<file path="src/rtl/core/icmp_pkg.sv">
// Package for the ICMP echo reply parser: payload structs, result kinds,
// byte positions and protocol constants. No dependencies.
package icmp_pkg;

    localparam int MAX_PACKET = 2047;
    localparam int CNT_W      = $clog2(MAX_PACKET + 1);
    localparam int LEN_W      = 11;
    localparam int CFG_IDX_W  = 1;
    localparam int CFG_DATA_W = 16;

    localparam logic [CFG_IDX_W-1:0] CFG_ECHO_ID      = CFG_IDX_W'(0);
    localparam logic [CFG_IDX_W-1:0] CFG_REPORT_OTHER = CFG_IDX_W'(1);

    localparam logic [CNT_W-1:0] POS_VER_IHL = CNT_W'(0);
    localparam logic [CNT_W-1:0] POS_TTL     = CNT_W'(8);
    localparam logic [CNT_W-1:0] POS_PROTO   = CNT_W'(9);

    localparam logic [CNT_W-1:0] OFF_TYPE    = CNT_W'(0);
    localparam logic [CNT_W-1:0] OFF_CODE    = CNT_W'(1);
    localparam logic [CNT_W-1:0] OFF_ID_LO   = CNT_W'(4);
    localparam logic [CNT_W-1:0] OFF_ID_HI   = CNT_W'(5);
    localparam logic [CNT_W-1:0] OFF_SEQ_LO  = CNT_W'(6);
    localparam logic [CNT_W-1:0] OFF_SEQ_HI  = CNT_W'(7);
    localparam logic [CNT_W-1:0] OFF_SEC_LO  = CNT_W'(8);
    localparam logic [CNT_W-1:0] OFF_SEC_HI  = CNT_W'(11);
    localparam logic [CNT_W-1:0] OFF_USEC_LO = CNT_W'(12);
    localparam logic [CNT_W-1:0] OFF_USEC_HI = CNT_W'(15);

    localparam logic [7:0]       PROTO_ICMP      = 8'd1;
    localparam logic [7:0]       ICMP_ECHO_REPLY = 8'd0;
    localparam logic [CNT_W-1:0] MIN_IP_LEN      = CNT_W'(20);
    localparam logic [CNT_W-1:0] ICMP_HDR_LEN    = CNT_W'(8);
    localparam logic [CNT_W-1:0] ICMP_ECHO_LEN   = CNT_W'(16);
    localparam logic [19:0]      USEC_PER_SEC    = 20'd1000000;

    typedef enum logic [1:0] {
        KIND_DROP  = 2'd0,
        KIND_ECHO  = 2'd1,
        KIND_OTHER = 2'd2
    } t_kind;

    typedef struct packed {
        logic [7:0]         data_byte;
        logic               last_byte;
        logic signed [31:0] recv_sec;
        logic [19:0]        recv_usec;
    } t_in;

    typedef struct packed {
        t_kind              kind;
        logic [LEN_W-1:0]   icmp_len;
        logic [7:0]         msg_type;
        logic [7:0]         msg_code;
        logic [15:0]        seq;
        logic [7:0]         ttl;
        logic signed [31:0] rtt_sec;
        logic [19:0]        rtt_usec;
    } t_out;

    typedef struct packed {
        logic [15:0] echo_id;
        logic        report_other;
    } t_cfg;

    typedef struct packed {
        logic [CNT_W-1:0] byte_count;
        logic [5:0]       hdr_len;
        logic [7:0]       protocol;
        logic [7:0]       ttl;
        logic [7:0]       msg_type;
        logic [7:0]       msg_code;
        logic [15:0]      id;
        logic [15:0]      seq;
        logic [31:0]      send_sec;
        logic [31:0]      send_usec;
    } t_pkt;

    typedef struct packed {
        t_kind            kind;
        logic [LEN_W-1:0] icmp_len;
        logic [7:0]       msg_type;
        logic [7:0]       msg_code;
        logic [15:0]      seq;
        logic [7:0]       ttl;
        logic [31:0]      send_sec;
        logic [31:0]      send_usec;
        logic [31:0]      recv_sec;
        logic [19:0]      recv_usec;
    } t_job;

endpackage

</file>
<file path="src/rtl/core/icmp_front.sv">
// Front end: captures header and ICMP fields byte by byte and classifies
// each packet on its last byte. Depends on icmp_pkg.
module icmp_front (
    input  logic           i_clk,
    input  logic           i_rst_n,
    input  logic           i_valid,
    output logic           o_ready,
    input  icmp_pkg::t_in  i_data,
    input  icmp_pkg::t_cfg i_cfg,
    output logic           o_job_valid,
    input  logic           i_job_ready,
    output icmp_pkg::t_job o_job
);

    icmp_pkg::t_pkt r_pkt;
    icmp_pkg::t_pkt n_pkt;
    icmp_pkg::t_pkt c_pkt;

    logic                       accept;
    logic [icmp_pkg::CNT_W-1:0] pos;
    logic [icmp_pkg::CNT_W-1:0] off;
    logic [icmp_pkg::CNT_W-1:0] hl;
    logic [icmp_pkg::CNT_W-1:0] len;
    logic [icmp_pkg::CNT_W-1:0] ilen;
    logic                       icmp_ok;
    icmp_pkg::t_kind            kind;

    assign o_ready     = i_job_ready;
    assign accept      = i_valid && o_ready;
    assign o_job_valid = i_valid && i_data.last_byte;

    always_comb begin
        c_pkt = r_pkt;
        pos   = r_pkt.byte_count;
        off   = '0;
        if (accept && (r_pkt.byte_count < icmp_pkg::CNT_W'(icmp_pkg::MAX_PACKET))) begin
            if (pos == icmp_pkg::POS_VER_IHL) c_pkt.hdr_len = {i_data.data_byte[3:0], 2'b00};
            if (pos == icmp_pkg::POS_TTL)     c_pkt.ttl = i_data.data_byte;
            if (pos == icmp_pkg::POS_PROTO)   c_pkt.protocol = i_data.data_byte;
            if (pos >= icmp_pkg::CNT_W'(c_pkt.hdr_len)) begin
                off = pos - icmp_pkg::CNT_W'(c_pkt.hdr_len);
                case (off)
                    icmp_pkg::OFF_TYPE:   c_pkt.msg_type = i_data.data_byte;
                    icmp_pkg::OFF_CODE:   c_pkt.msg_code = i_data.data_byte;
                    icmp_pkg::OFF_ID_LO:  c_pkt.id[7:0] = i_data.data_byte;
                    icmp_pkg::OFF_ID_HI:  c_pkt.id[15:8] = i_data.data_byte;
                    icmp_pkg::OFF_SEQ_LO: c_pkt.seq[7:0] = i_data.data_byte;
                    icmp_pkg::OFF_SEQ_HI: c_pkt.seq[15:8] = i_data.data_byte;
                    default: begin
                        if (off inside {[icmp_pkg::OFF_SEC_LO:icmp_pkg::OFF_SEC_HI]}) begin
                            c_pkt.send_sec[{off[1:0], 3'b000} +: 8] = i_data.data_byte;
                        end else if (off inside
                                {[icmp_pkg::OFF_USEC_LO:icmp_pkg::OFF_USEC_HI]}) begin
                            c_pkt.send_usec[{off[1:0], 3'b000} +: 8] = i_data.data_byte;
                        end
                    end
                endcase
            end
            c_pkt.byte_count = r_pkt.byte_count + 1'b1;
        end

        len     = c_pkt.byte_count;
        hl      = icmp_pkg::CNT_W'(c_pkt.hdr_len);
        ilen    = len - hl;
        icmp_ok = (c_pkt.protocol == icmp_pkg::PROTO_ICMP) && (len >= icmp_pkg::MIN_IP_LEN)
                  && (len >= hl + icmp_pkg::ICMP_HDR_LEN);
        kind    = icmp_pkg::KIND_DROP;
        if (icmp_ok) begin
            if (c_pkt.msg_type == icmp_pkg::ICMP_ECHO_REPLY) begin
                if ((c_pkt.id == i_cfg.echo_id) && (ilen >= icmp_pkg::ICMP_ECHO_LEN)) begin
                    kind = icmp_pkg::KIND_ECHO;
                end
            end else if (i_cfg.report_other) begin
                kind = icmp_pkg::KIND_OTHER;
            end
        end

        o_job.kind      = kind;
        o_job.icmp_len  = icmp_pkg::LEN_W'(ilen);
        o_job.msg_type  = c_pkt.msg_type;
        o_job.msg_code  = c_pkt.msg_code;
        o_job.seq       = c_pkt.seq;
        o_job.ttl       = c_pkt.ttl;
        o_job.send_sec  = c_pkt.send_sec;
        o_job.send_usec = c_pkt.send_usec;
        o_job.recv_sec  = i_data.recv_sec;
        o_job.recv_usec = i_data.recv_usec;

        n_pkt = (accept && i_data.last_byte) ? '0 : c_pkt;
    end

    always_ff @(posedge i_clk) begin
        if (!i_rst_n) begin
            r_pkt <= '0;
        end else begin
            r_pkt <= n_pkt;
        end
    end

endmodule

</file>
<file path="src/rtl/core/icmp_queue.sv">
// Two-entry request queue between the front end and the back end.
// Depends on icmp_pkg.
module icmp_queue (
    input  logic           i_clk,
    input  logic           i_rst_n,
    input  logic           i_valid,
    output logic           o_ready,
    input  icmp_pkg::t_job i_job,
    output logic           o_valid,
    input  logic           i_ready,
    output icmp_pkg::t_job o_job
);

    icmp_pkg::t_job r_head;
    icmp_pkg::t_job r_tail;
    logic           r_head_v;
    logic           r_tail_v;
    logic           push;
    logic           pop;

    assign o_ready = !r_tail_v;
    assign o_valid = r_head_v;
    assign o_job   = r_head;
    assign push    = i_valid && o_ready;
    assign pop     = r_head_v && i_ready;

    always_ff @(posedge i_clk) begin
        if (!i_rst_n) begin
            r_head_v <= 1'b0;
            r_tail_v <= 1'b0;
        end else if (pop) begin
            if (r_tail_v) begin
                r_tail_v <= 1'b0;
            end else begin
                r_head_v <= push;
            end
        end else if (push) begin
            if (r_head_v) begin
                r_tail_v <= 1'b1;
            end else begin
                r_head_v <= 1'b1;
            end
        end
    end

    always_ff @(posedge i_clk) begin
        if (pop) begin
            if (r_tail_v) begin
                r_head <= r_tail;
            end else if (push) begin
                r_head <= i_job;
            end
        end else if (push) begin
            if (r_head_v) begin
                r_tail <= i_job;
            end else begin
                r_head <= i_job;
            end
        end
    end

endmodule

</file>
<file path="src/rtl/core/icmp_back.sv">
// Back end: computes round-trip time with microsecond borrow, masks fields
// by result kind and holds the result register. Depends on icmp_pkg.
module icmp_back (
    input  logic           i_clk,
    input  logic           i_rst_n,
    input  logic           i_valid,
    output logic           o_ready,
    input  icmp_pkg::t_job i_job,
    output logic           o_valid,
    input  logic           i_ready,
    output icmp_pkg::t_out o_data
);

    icmp_pkg::t_out     r_out;
    icmp_pkg::t_out     n_out;
    logic               r_out_v;
    logic signed [33:0] usec_diff;
    logic               borrow;
    logic [19:0]        rtt_usec;
    logic [31:0]        rtt_sec;

    assign o_ready = !r_out_v || i_ready;
    assign o_valid = r_out_v;
    assign o_data  = r_out;

    always_comb begin
        usec_diff = $signed({14'd0, i_job.recv_usec})
                    - $signed({{2{i_job.send_usec[31]}}, i_job.send_usec});
        borrow    = usec_diff[33];
        rtt_usec  = usec_diff[19:0] + (borrow ? icmp_pkg::USEC_PER_SEC : 20'd0);
        rtt_sec   = i_job.recv_sec - i_job.send_sec - {31'd0, borrow};

        n_out = '0;
        case (i_job.kind)
            icmp_pkg::KIND_ECHO: begin
                n_out.kind      = icmp_pkg::KIND_ECHO;
                n_out.icmp_len  = i_job.icmp_len;
                n_out.msg_type  = i_job.msg_type;
                n_out.msg_code  = i_job.msg_code;
                n_out.seq       = i_job.seq;
                n_out.ttl       = i_job.ttl;
                n_out.rtt_sec   = $signed(rtt_sec);
                n_out.rtt_usec  = rtt_usec;
            end
            icmp_pkg::KIND_OTHER: begin
                n_out.kind      = icmp_pkg::KIND_OTHER;
                n_out.icmp_len  = i_job.icmp_len;
                n_out.msg_type  = i_job.msg_type;
                n_out.msg_code  = i_job.msg_code;
            end
            default: n_out = '0;
        endcase
    end

    always_ff @(posedge i_clk) begin
        if (!i_rst_n) begin
            r_out_v <= 1'b0;
        end else if (o_ready) begin
            r_out_v <= i_valid;
        end
    end

    always_ff @(posedge i_clk) begin
        if (i_valid && o_ready) begin
            r_out <= n_out;
        end
    end

endmodule

</file>
<file path="src/rtl/core/icmp_echo_reply_parser.sv">
// ICMP echo reply parser top level; depends on icmp_pkg, icmp_front, icmp_queue, icmp_back.
// Throughput: one packet byte per cycle while the request queue has a free entry.
// Result path: after the last byte is accepted, the job passes the queue register, then
// the round-trip subtract into the result register.
// Reset: synchronous, active low; clears packet state, queue and result valid;
// echo_id resets to 0 and report_other to 1.
module icmp_echo_reply_parser (
    input  logic                                i_clk,
    input  logic                                i_rst_n,
    input  logic                                i_valid,
    output logic                                o_ready,
    input  icmp_pkg::t_in                       i_data,
    output logic                                o_valid,
    input  logic                                i_ready,
    output icmp_pkg::t_out                      o_data,
    input  logic                                i_cfg_we,
    input  logic [icmp_pkg::CFG_IDX_W-1:0]      i_cfg_idx,
    input  logic [icmp_pkg::CFG_DATA_W-1:0]     i_cfg_data
);

    icmp_pkg::t_cfg r_cfg;
    icmp_pkg::t_job front_job;
    icmp_pkg::t_job back_job;
    logic           front_valid;
    logic           front_ready;
    logic           back_valid;
    logic           back_ready;

    always_ff @(posedge i_clk) begin
        if (!i_rst_n) begin
            r_cfg.echo_id      <= 16'd0;
            r_cfg.report_other <= 1'b1;
        end else if (i_cfg_we) begin
            case (i_cfg_idx)
                icmp_pkg::CFG_ECHO_ID:      r_cfg.echo_id <= i_cfg_data[15:0];
                icmp_pkg::CFG_REPORT_OTHER: r_cfg.report_other <= i_cfg_data[0];
                default: ;
            endcase
        end
    end

    icmp_front u_front (
        .i_clk       (i_clk),
        .i_rst_n     (i_rst_n),
        .i_valid     (i_valid),
        .o_ready     (o_ready),
        .i_data      (i_data),
        .i_cfg       (r_cfg),
        .o_job_valid (front_valid),
        .i_job_ready (front_ready),
        .o_job       (front_job)
    );

    icmp_queue u_queue (
        .i_clk   (i_clk),
        .i_rst_n (i_rst_n),
        .i_valid (front_valid),
        .o_ready (front_ready),
        .i_job   (front_job),
        .o_valid (back_valid),
        .i_ready (back_ready),
        .o_job   (back_job)
    );

    icmp_back u_back (
        .i_clk   (i_clk),
        .i_rst_n (i_rst_n),
        .i_valid (back_valid),
        .o_ready (back_ready),
        .i_job   (back_job),
        .o_valid (o_valid),
        .i_ready (i_ready),
        .o_data  (o_data)
    );

`ifndef SYNTHESIS
    a_drop_zero: assert property (@(posedge i_clk) disable iff (!i_rst_n)
        o_valid && (o_data.kind == icmp_pkg::KIND_DROP) |->
            (o_data.icmp_len == '0) && (o_data.msg_type == 8'd0) && (o_data.seq == 16'd0)
            && (o_data.rtt_sec == 32'sd0) && (o_data.rtt_usec == 20'd0))
        else $error("dropped packet carries nonzero fields");

    a_other_masked: assert property (@(posedge i_clk) disable iff (!i_rst_n)
        o_valid && (o_data.kind == icmp_pkg::KIND_OTHER) |->
            (o_data.seq == 16'd0) && (o_data.ttl == 8'd0) && (o_data.rtt_sec == 32'sd0)
            && (o_data.rtt_usec == 20'd0) && (o_data.msg_type != icmp_pkg::ICMP_ECHO_REPLY))
        else $error("other ICMP result not masked");

    a_echo_valid: assert property (@(posedge i_clk) disable iff (!i_rst_n)
        o_valid && (o_data.kind == icmp_pkg::KIND_ECHO) |->
            (o_data.msg_type == icmp_pkg::ICMP_ECHO_REPLY)
            && (o_data.icmp_len >= icmp_pkg::LEN_W'(16)))
        else $error("echo reply result with bad type or length");
`endif

endmodule

</file>
<file path="config.mk">
export PLATFORM = sky130hd
export DESIGN_NAME = icmp_echo_reply_parser
export DESIGN_NICKNAME = d
export VERILOG_FILES = /design/src/rtl/core/icmp_pkg.sv /design/src/rtl/core/icmp_front.sv /design/src/rtl/core/icmp_queue.sv /design/src/rtl/core/icmp_back.sv /design/src/rtl/core/icmp_echo_reply_parser.sv
export SDC_FILE = /design/constraint.sdc
export NUM_CORES = 1
export LEC_CHECK = 0
export BUFFER_PORTS_ARGS = -buffer_cell sky130_fd_sc_hd__buf_2
export CAP_MARGIN = 20
export CORE_UTILIZATION = 40
export DETAILED_ROUTE_END_ITERATION = 6
export GPL_TIMING_DRIVEN = 0
export HOLD_SLACK_MARGIN = 0.1
export PLACE_DENSITY_LB_ADDON = 0.12
export REMOVE_ABC_BUFFERS = 1
export SETUP_SLACK_MARGIN = 0.15
export SLEW_MARGIN = 20
export SYNTH_ARGS = -nofsm -noshare
export SYNTH_HDL_FRONTEND = slang
export SYNTH_SLANG_ARGS = --single-unit
</file>
<file path="constraint.sdc">
create_clock -name i_clk -period 33.6 [get_ports i_clk]
set_input_delay 3.36 -clock i_clk [delete_from_list [all_inputs] [get_ports i_clk]]
set_output_delay 3.36 -clock i_clk [all_outputs]
set_load 0.1 [all_outputs]
</file>
==> flow_metrics.py, run 1 <==
metrics = {
    "worst_setup_path": {
        "start_kind": "register",
        "reg2reg_depth": 25,
        "crit_start": "u_queue.o_job[7]$_DFFE_PP_",
        "critPathMostFrequentCell": "a21oi_1",
        "endpoint": "u_back.o_data[50]$_SDFFCE_PP0P_",
        "ff2ff_setup_slack_ps": 26070,
        "slowest_stage": "fa_1",
        "timing.rr.end": "u_back.o_data[50]$_SDFFCE_PP0P_",
        "end_kind": "register",
        "r2r_start": "u_queue.o_job[7]$_DFFE_PP_",
        "path_class": "reg -> reg",
        "cp_max_fo": 8,
        "worstPathArrival_ps": 7860,
        "critPathMaxStageDelay_ps": 520,
        "required_ps": 33930,
    },
    "placed_design": {
        "numPortBuffers": 189,
        "gp_congestion": 0.850,
        "pre_cts_slack_ps": 25450,
        "place_hpwl_um": 43600,
    },
    "timing": {
        "fmax_mhz": 133,
        "fin_hold_ws_ps": 471,
        "tns_ps": 0,
        "finalCritPeriodShare": 0.224,
        "rsz0062_at_grt": "false",
        "drv_slew": 0,
        "fin_worst_skew_ps": 26.1,
        "setup_viol": 0,
        "worst_pin_slew_ps": 1090,
        "period_needed_ps": 7530,
        "relSlewSlack": 0.272,
        "fin_ws_ps": 26070,
        "hold_violations": 0,
    },
    "power": {
        "power.density_nw_per_um2": 54.9,
        "irDropWorstVdd_mv": 0.0324,
        "total_power_mw": 1.77,
        "leakage_nw": 13.8,
    },
    "floorplanning": {
        "fp.dieW_um": 264,
        "core.rowCount": 95,
        "die_area_um2": 69700,
        "ios": 190,
        "core_um2": 67500,
        "initial_core_util": 0.407,
        "die_y_um": 264,
    },
    "cells_and_area": {
        "final_nets": 2901,
        "fill_cells": 6228,
        "regArea_um2": 16600,
        "n_antenna_cell": 0,
        "drive_above_1_share": 0.138,
        "area_delta_synth_final_pct": 17.6,
        "multiInputGateArea_um2": 9580,
    },
    "grt": {
        "grt_pass1_wl_um": 99200,
        "track_usage": 0.182,
        "grt_pass1_vias": 17700,
        "grt.overflow.total": 0,
        "grt_max_degree": 73,
        "grt_antenna_before_repair": 2,
    },
    "cts": {
        "clockBufferDepth": 3,
        "cts_buffers": 69,
        "cts_max_level": 3,
        "cts.sinks": 608,
        "cts_tree": "built",
        "cts_hold_buf": 0,
        "ctsResizeCount": 0,
        "clockRootBuffer": "clkbuf_16",
        "clk_pin_slew_worst_paths_ps": 60,
        "clk_latency_ps": 610,
        "postCtsSetupRepairBufs": 0,
    },
    "route": {
        "drc": 0,
        "first_pass_iters": 7,
        "viasPerCell": 4.95,
        "wirelength_um": 63200,
        "vias": 18000,
        "antenna_left": 0,
        "drt_iter0_drc": 1039,
        "avgRoutedWirePerCell_um": 17.4,
    },
    "synthesis": {
        "synthMuxAreaShare": 0.0386,
        "ys_types": 78,
        "async_reset_ff_frac": 0,
        "synth_top_area_frac": 0.484,
        "synth.area.top_cells": "edfxtp_1 48%, dfxtp_1 12%, ha_1 5.2%",
        "synth_top_family_by_area": "simple AND/OR/NAND/NOR gates",
        "synth-compound-area-share": 0.0831,
        "synth_most_common_cell": "edfxtp_1",
        "synth_commonest_cells": "443 x edfxtp_1, 363 x nor2_1, 273 x nand2_1",
        "avgSynthCellArea_um2": 11.0,
        "yosys_warnings": 0,
        "syn_inst": 2504,
        "synth_top_area_cell": "edfxtp_1",
        "synth-adder-area-share": 0.0560,
        "synthXorXnorAreaFrac": 0.0267,
        "ys_ff_latch": 608,
        "synth_ff_type": "edfxtp_1",
        "synth_area_um2": 27500,
        "ys_seq_area_frac": 0.605,
        "synth-edff-count": 443,
        "yosys.area_share.simple": 0.142,
    },
    "job": {
        "maxCapViolCount": 0,
    },
    "min_path": {
        "whs_path_depth": 2,
        "hold_class": "reg -> reg",
    },
    "outcome": {
        "status": "finished, final reports clean",
    },
}
[critical path, delay by kind of cell (launching register included)]
kind	cells	cell delay (ps)
mux	1	140
compound gates	13	3590
flops	1	420
simple gates	7	1550
fa+ha+maj	4	1540
[sequential cells by signal, indices dropped and copies added, names as in the netlist]
register,count
u_front.pos,11
u_queue.o_valid,1
r_cfg,17
u_back.o_valid,1
u_front.r_pkt,134
u_queue.o_job,169
u_queue.r_tail,169
u_queue.r_tail_v,1
u_back.o_data,105
[metrics by stage]
step | area (um^2) | util | cells
floorplan | 27100 | - | 2405
global placement | 29100 | 0.431 | 3467
detailed placement | 29900 | 0.443 | 3498
CTS | 32300 | 0.478 | 3625
global route | 32300 | 0.478 | 3627
finish | 32300 | 0.478 | 3627
[cell families after synthesis]
| family | count (synthesis) |
|---|---|
| AO/OA/AOI/OAI | 365 |
| XOR/XNOR | 83 |
| adder cells (fa/ha/maj) | 120 |
| buffers and inverters | 348 |
| flip-flops | 608 |
| multiplexers | 104 |
| AND/OR/NAND/NOR | 876 |
[routing by layer]
metal  GRT usage  up-vias  share of wire
li1            -     9009              -
met1       0.248     8531           0.46
met2       0.297      340           0.47
met3      0.0324       81          0.047
met4      0.0526        0          0.021
met5           0        -              0
[layout make-up]
| cell class | instances | share of cell area |
|---|---|---|
| inverter | 249 | 0.0290 |
| timing repair buffer | 222 | 0.0533 |
| tap | 873 | 0.0338 |
| clock buffer | 96 | 0.0621 |
| sequential | 608 | 0.514 |
| clock inverter | 31 | 0.0111 |
| multi-input combinational | 1548 | 0.297 |
[placed cells by master (no fill, tap or decap), types with 6 or more instances in the layout]
cell / instances
a211oi_1: 9
a21boi_0: 18
a21o_1: 24
a21oi_1: 185
a22oi_1: 17
a31oi_1: 13
and2_1: 71
and3_1: 12
buf_12: 7
buf_16: 21
buf_2: 189
bufinv_16: 7
clkbuf_1: 15
clkbuf_16: 74
clkbuf_8: 7
clkinv_2: 15
dfxtp_1: 165
edfxtp_1: 443
ha_1: 114
inv_1: 247
mux2i_1: 98
nand2_1: 271
nand2b_1: 17
nand3_1: 24
nand4_1: 6
nor2_1: 361
nor2b_1: 12
nor3_1: 27
nor4_1: 13
o21a_1: 19
o21ai_0: 30
or2_2: 12
or3_1: 12
xnor2_1: 48
xor2_1: 34
[worst min-delay path by stage]
stage	from	to	slack (ps)
after floorplan	r_cfg[0]$_SDFFE_PN1P_	r_cfg[0]$_SDFFE_PN1P_	440
after global placement	r_cfg[3]$_SDFFE_PN0P_	r_cfg[3]$_SDFFE_PN0P_	460
after detailed placement	r_cfg[3]$_SDFFE_PN0P_	r_cfg[3]$_SDFFE_PN0P_	460
after CTS	r_cfg[3]$_SDFFE_PN0P_	r_cfg[3]$_SDFFE_PN0P_	470
after global routing	r_cfg[2]$_SDFFE_PN0P_	r_cfg[2]$_SDFFE_PN0P_	510
final	r_cfg[3]$_SDFFE_PN0P_	r_cfg[3]$_SDFFE_PN0P_	470
[power by group]
| part | switching [mW] | total (mW) | internal [mW] | leakage, nW |
|---|---|---|---|---|
| Sequential | 0.00612 | 0.825 | 0.819 | 5.40 |
| Clock | 0.303 | 0.776 | 0.473 | 1.17 |
| Combinational | 0.113 | 0.171 | 0.0576 | 7.25 |
(Power assumes the default switching activity.)
==> run 2: changes to the inputs <==
==> constraint.sdc (replaced) <==
create_clock -name i_clk -period 6.4 [get_ports i_clk]
set_input_delay 0.64 -clock i_clk [delete_from_list [all_inputs] [get_ports i_clk]]
set_output_delay 0.64 -clock i_clk [all_outputs]
set_load 0.1 [all_outputs]
==> run 2 against run 1 <==
Against the previous run:
- global-route usage is 0.13 points higher
- setup slack worse by 26000 ps
- via count is 0.61% higher
- die area stayed put
- final area is 0.90% higher
- combinational power grew to 5.5 times the previous value
- fmax is 24% higher
- sequential cell count stayed put
- non-clock buffer count is 12 higher
- critical path depth stayed put
- cell count is 0.33% higher
- sequential share of layout area is 0.46 points lower
- critical path type unchanged
- highest routed layer unchanged
==> flow_metrics.py, run 2 (same netlist as run 1, synthesis figures left out) <==
metrics = {
    "floorplanning": {
        "core_um2": 67500,
        "fp.dieW_um": 264,
        "die_y_um": 264,
        "die_area_um2": 69700,
        "initial_core_util": 0.407,
        "core.rowCount": 95,
        "ios": 190,
    },
    "cells_and_area": {
        "layoutNonFillerInstCount": 3639,
        "n_antenna_cell": 0,
        "mostFrequentLayoutCells": "443 x edfxtp_1, 359 x nor2_1, 271 x nand2_1, 245 x inv_1, 189 x buf_2",
        "area_delta_synth_final_pct": 18.7,
        "fill_cells": 6216,
        "drive_above_1_share": 0.153,
        "final_nets": 2913,
        "final_common_cell": "edfxtp_1",
    },
    "min_path": {
        "hold_class": "in -> reg",
        "hp-start": "i_data[16]",
    },
    "route": {
        "viasPerCell": 4.97,
        "drc": 0,
        "drt_iter0_drc": 1011,
        "antenna_left": 0,
        "vias": 18100,
        "avgRoutedWirePerCell_um": 17.5,
        "wirelength_um": 63700,
        "first_pass_iters": 7,
    },
    "grt": {
        "grt_pass1_vias": 17800,
        "grt_max_degree": 73,
        "grt.overflow.total": 0,
        "grt_antenna_before_repair": 2,
        "grt_pass1_wl_um": 99800,
        "track_usage": 0.183,
    },
    "timing": {
        "relSlewSlack": 0.272,
        "tns_ps": 0,
        "drv_slew": 0,
        "fin_worst_skew_ps": 27.3,
        "hold_violations": 0,
        "fmax_mhz": 165,
        "worst_pin_slew_ps": 1090,
        "finalCritPeriodShare": 0.947,
        "period_needed_ps": 6060,
        "rsz0062_at_grt": "false",
        "fin_hold_ws_ps": 225,
        "setup_viol": 0,
    },
    "cts": {
        "clk_pin_slew_worst_paths_ps": 60,
        "cts_tree": "built",
        "clockBufferDepth": 3,
        "clockRootBuffer": "clkbuf_16",
        "cts_buffers": 69,
        "cts.sinks": 608,
        "cts_hold_buf": 0,
        "clk_latency_ps": 610,
        "cts_max_level": 3,
    },
    "placed_design": {
        "numPortBuffers": 189,
        "dpl.cell_count": 3498,
        "gp_congestion": 0.850,
        "place_hpwl_um": 43600,
    },
    "worst_setup_path": {
        "required_ps": 6730,
        "r2r_start": "u_queue.o_job[7]$_DFFE_PP_",
        "start_kind": "register",
        "critPathMaxStageDelay_ps": 460,
        "end_kind": "register",
        "slowest_stage": "edfxtp_1",
        "critPathMostFrequentCell": "a21oi_2",
        "path_class": "reg -> reg",
        "worstPathArrival_ps": 6390,
        "crit_start": "u_queue.o_job[7]$_DFFE_PP_",
        "cp_max_fo": 8,
    },
    "power": {
        "leakage_nw": 13.9,
        "irDropWorstVdd_mv": 0.170,
        "power.density_nw_per_um2": 287,
    },
    "job": {
        "maxCapViolCount": 0,
    },
    "outcome": {
        "status": "finished, final reports clean",
    },
}
-- run 2: timing repair --
action,in CTS,in global routing
setup endpoints to repair,21,6
pin swaps,17,17
gates resized for setup,27,15
buffers inserted,9,4
-- run 2: per-stage QoR --
stage | power [mW] | setup slack [ps] | util | instance area [um^2]
final | 9.34 | 339 | 0.483 | 32600
after CTS | 9.46 | 161 | 0.481 | 32500
after global placement | 5.32 | -15900 | 0.431 | 29100
after global routing | 9.71 | 150 | 0.483 | 32600
after detailed placement | 5.32 | -1750 | 0.443 | 29900
after floorplan | 5.07 | -7740 | - | 27100
-- run 2: final timing paths --
path | slack (ps) | end | depth (start not counted)
max | 340 | u_back.o_data[50]$_SDFFCE_PP0P_ | 25
min | 230 | u_queue.r_tail[16]$_DFFE_PP_ | 1
max reg2reg | 340 | u_back.o_data[50]$_SDFFCE_PP0P_ | 25
min reg2reg | 470 | r_cfg[3]$_SDFFE_PN0P_ | 2
-- run 2: critical path: cells and delay by family, from the launching register on --
family / cells / cell delay (ps)
AO/OA/AOI/OAI: 13 / 2590
adder cells (fa/ha/maj): 4 / 1300
flip-flops: 1 / 460
multiplexers: 1 / 140
AND/OR/NAND/NOR: 7 / 1310
-- run 2: area by class of cell --
| type | instances | area (um^2) | area share |
|---|---|---|---|
| flip-flops and latches | 608 | 16600 | 0.510 |
| multi-input cells | 1548 | 9780 | 0.300 |
| clock buffers | 96 | 2000 | 0.0615 |
| repair buffers | 234 | 1810 | 0.0554 |
| well taps | 873 | 1090 | 0.0335 |
| inverters | 249 | 936 | 0.0287 |
| clock inverters | 31 | 359 | 0.0110 |
-- run 2: per-layer routing --
layer	up-vias	wire length (um)	track usage
li1	9024	-	-
met1	8612	29400	0.249
met2	346	30000	0.300
met3	88	2880	0.0324
met4	0	1460	0.0544
met5	-	0	0
-- run 2: power by group --
| part | internal (mW) | switching (mW) |
|---|---|---|
| logic | 0.325 | 0.608 |
| clock network | 2.48 | 1.59 |
| registers | 4.30 | 0.0329 |
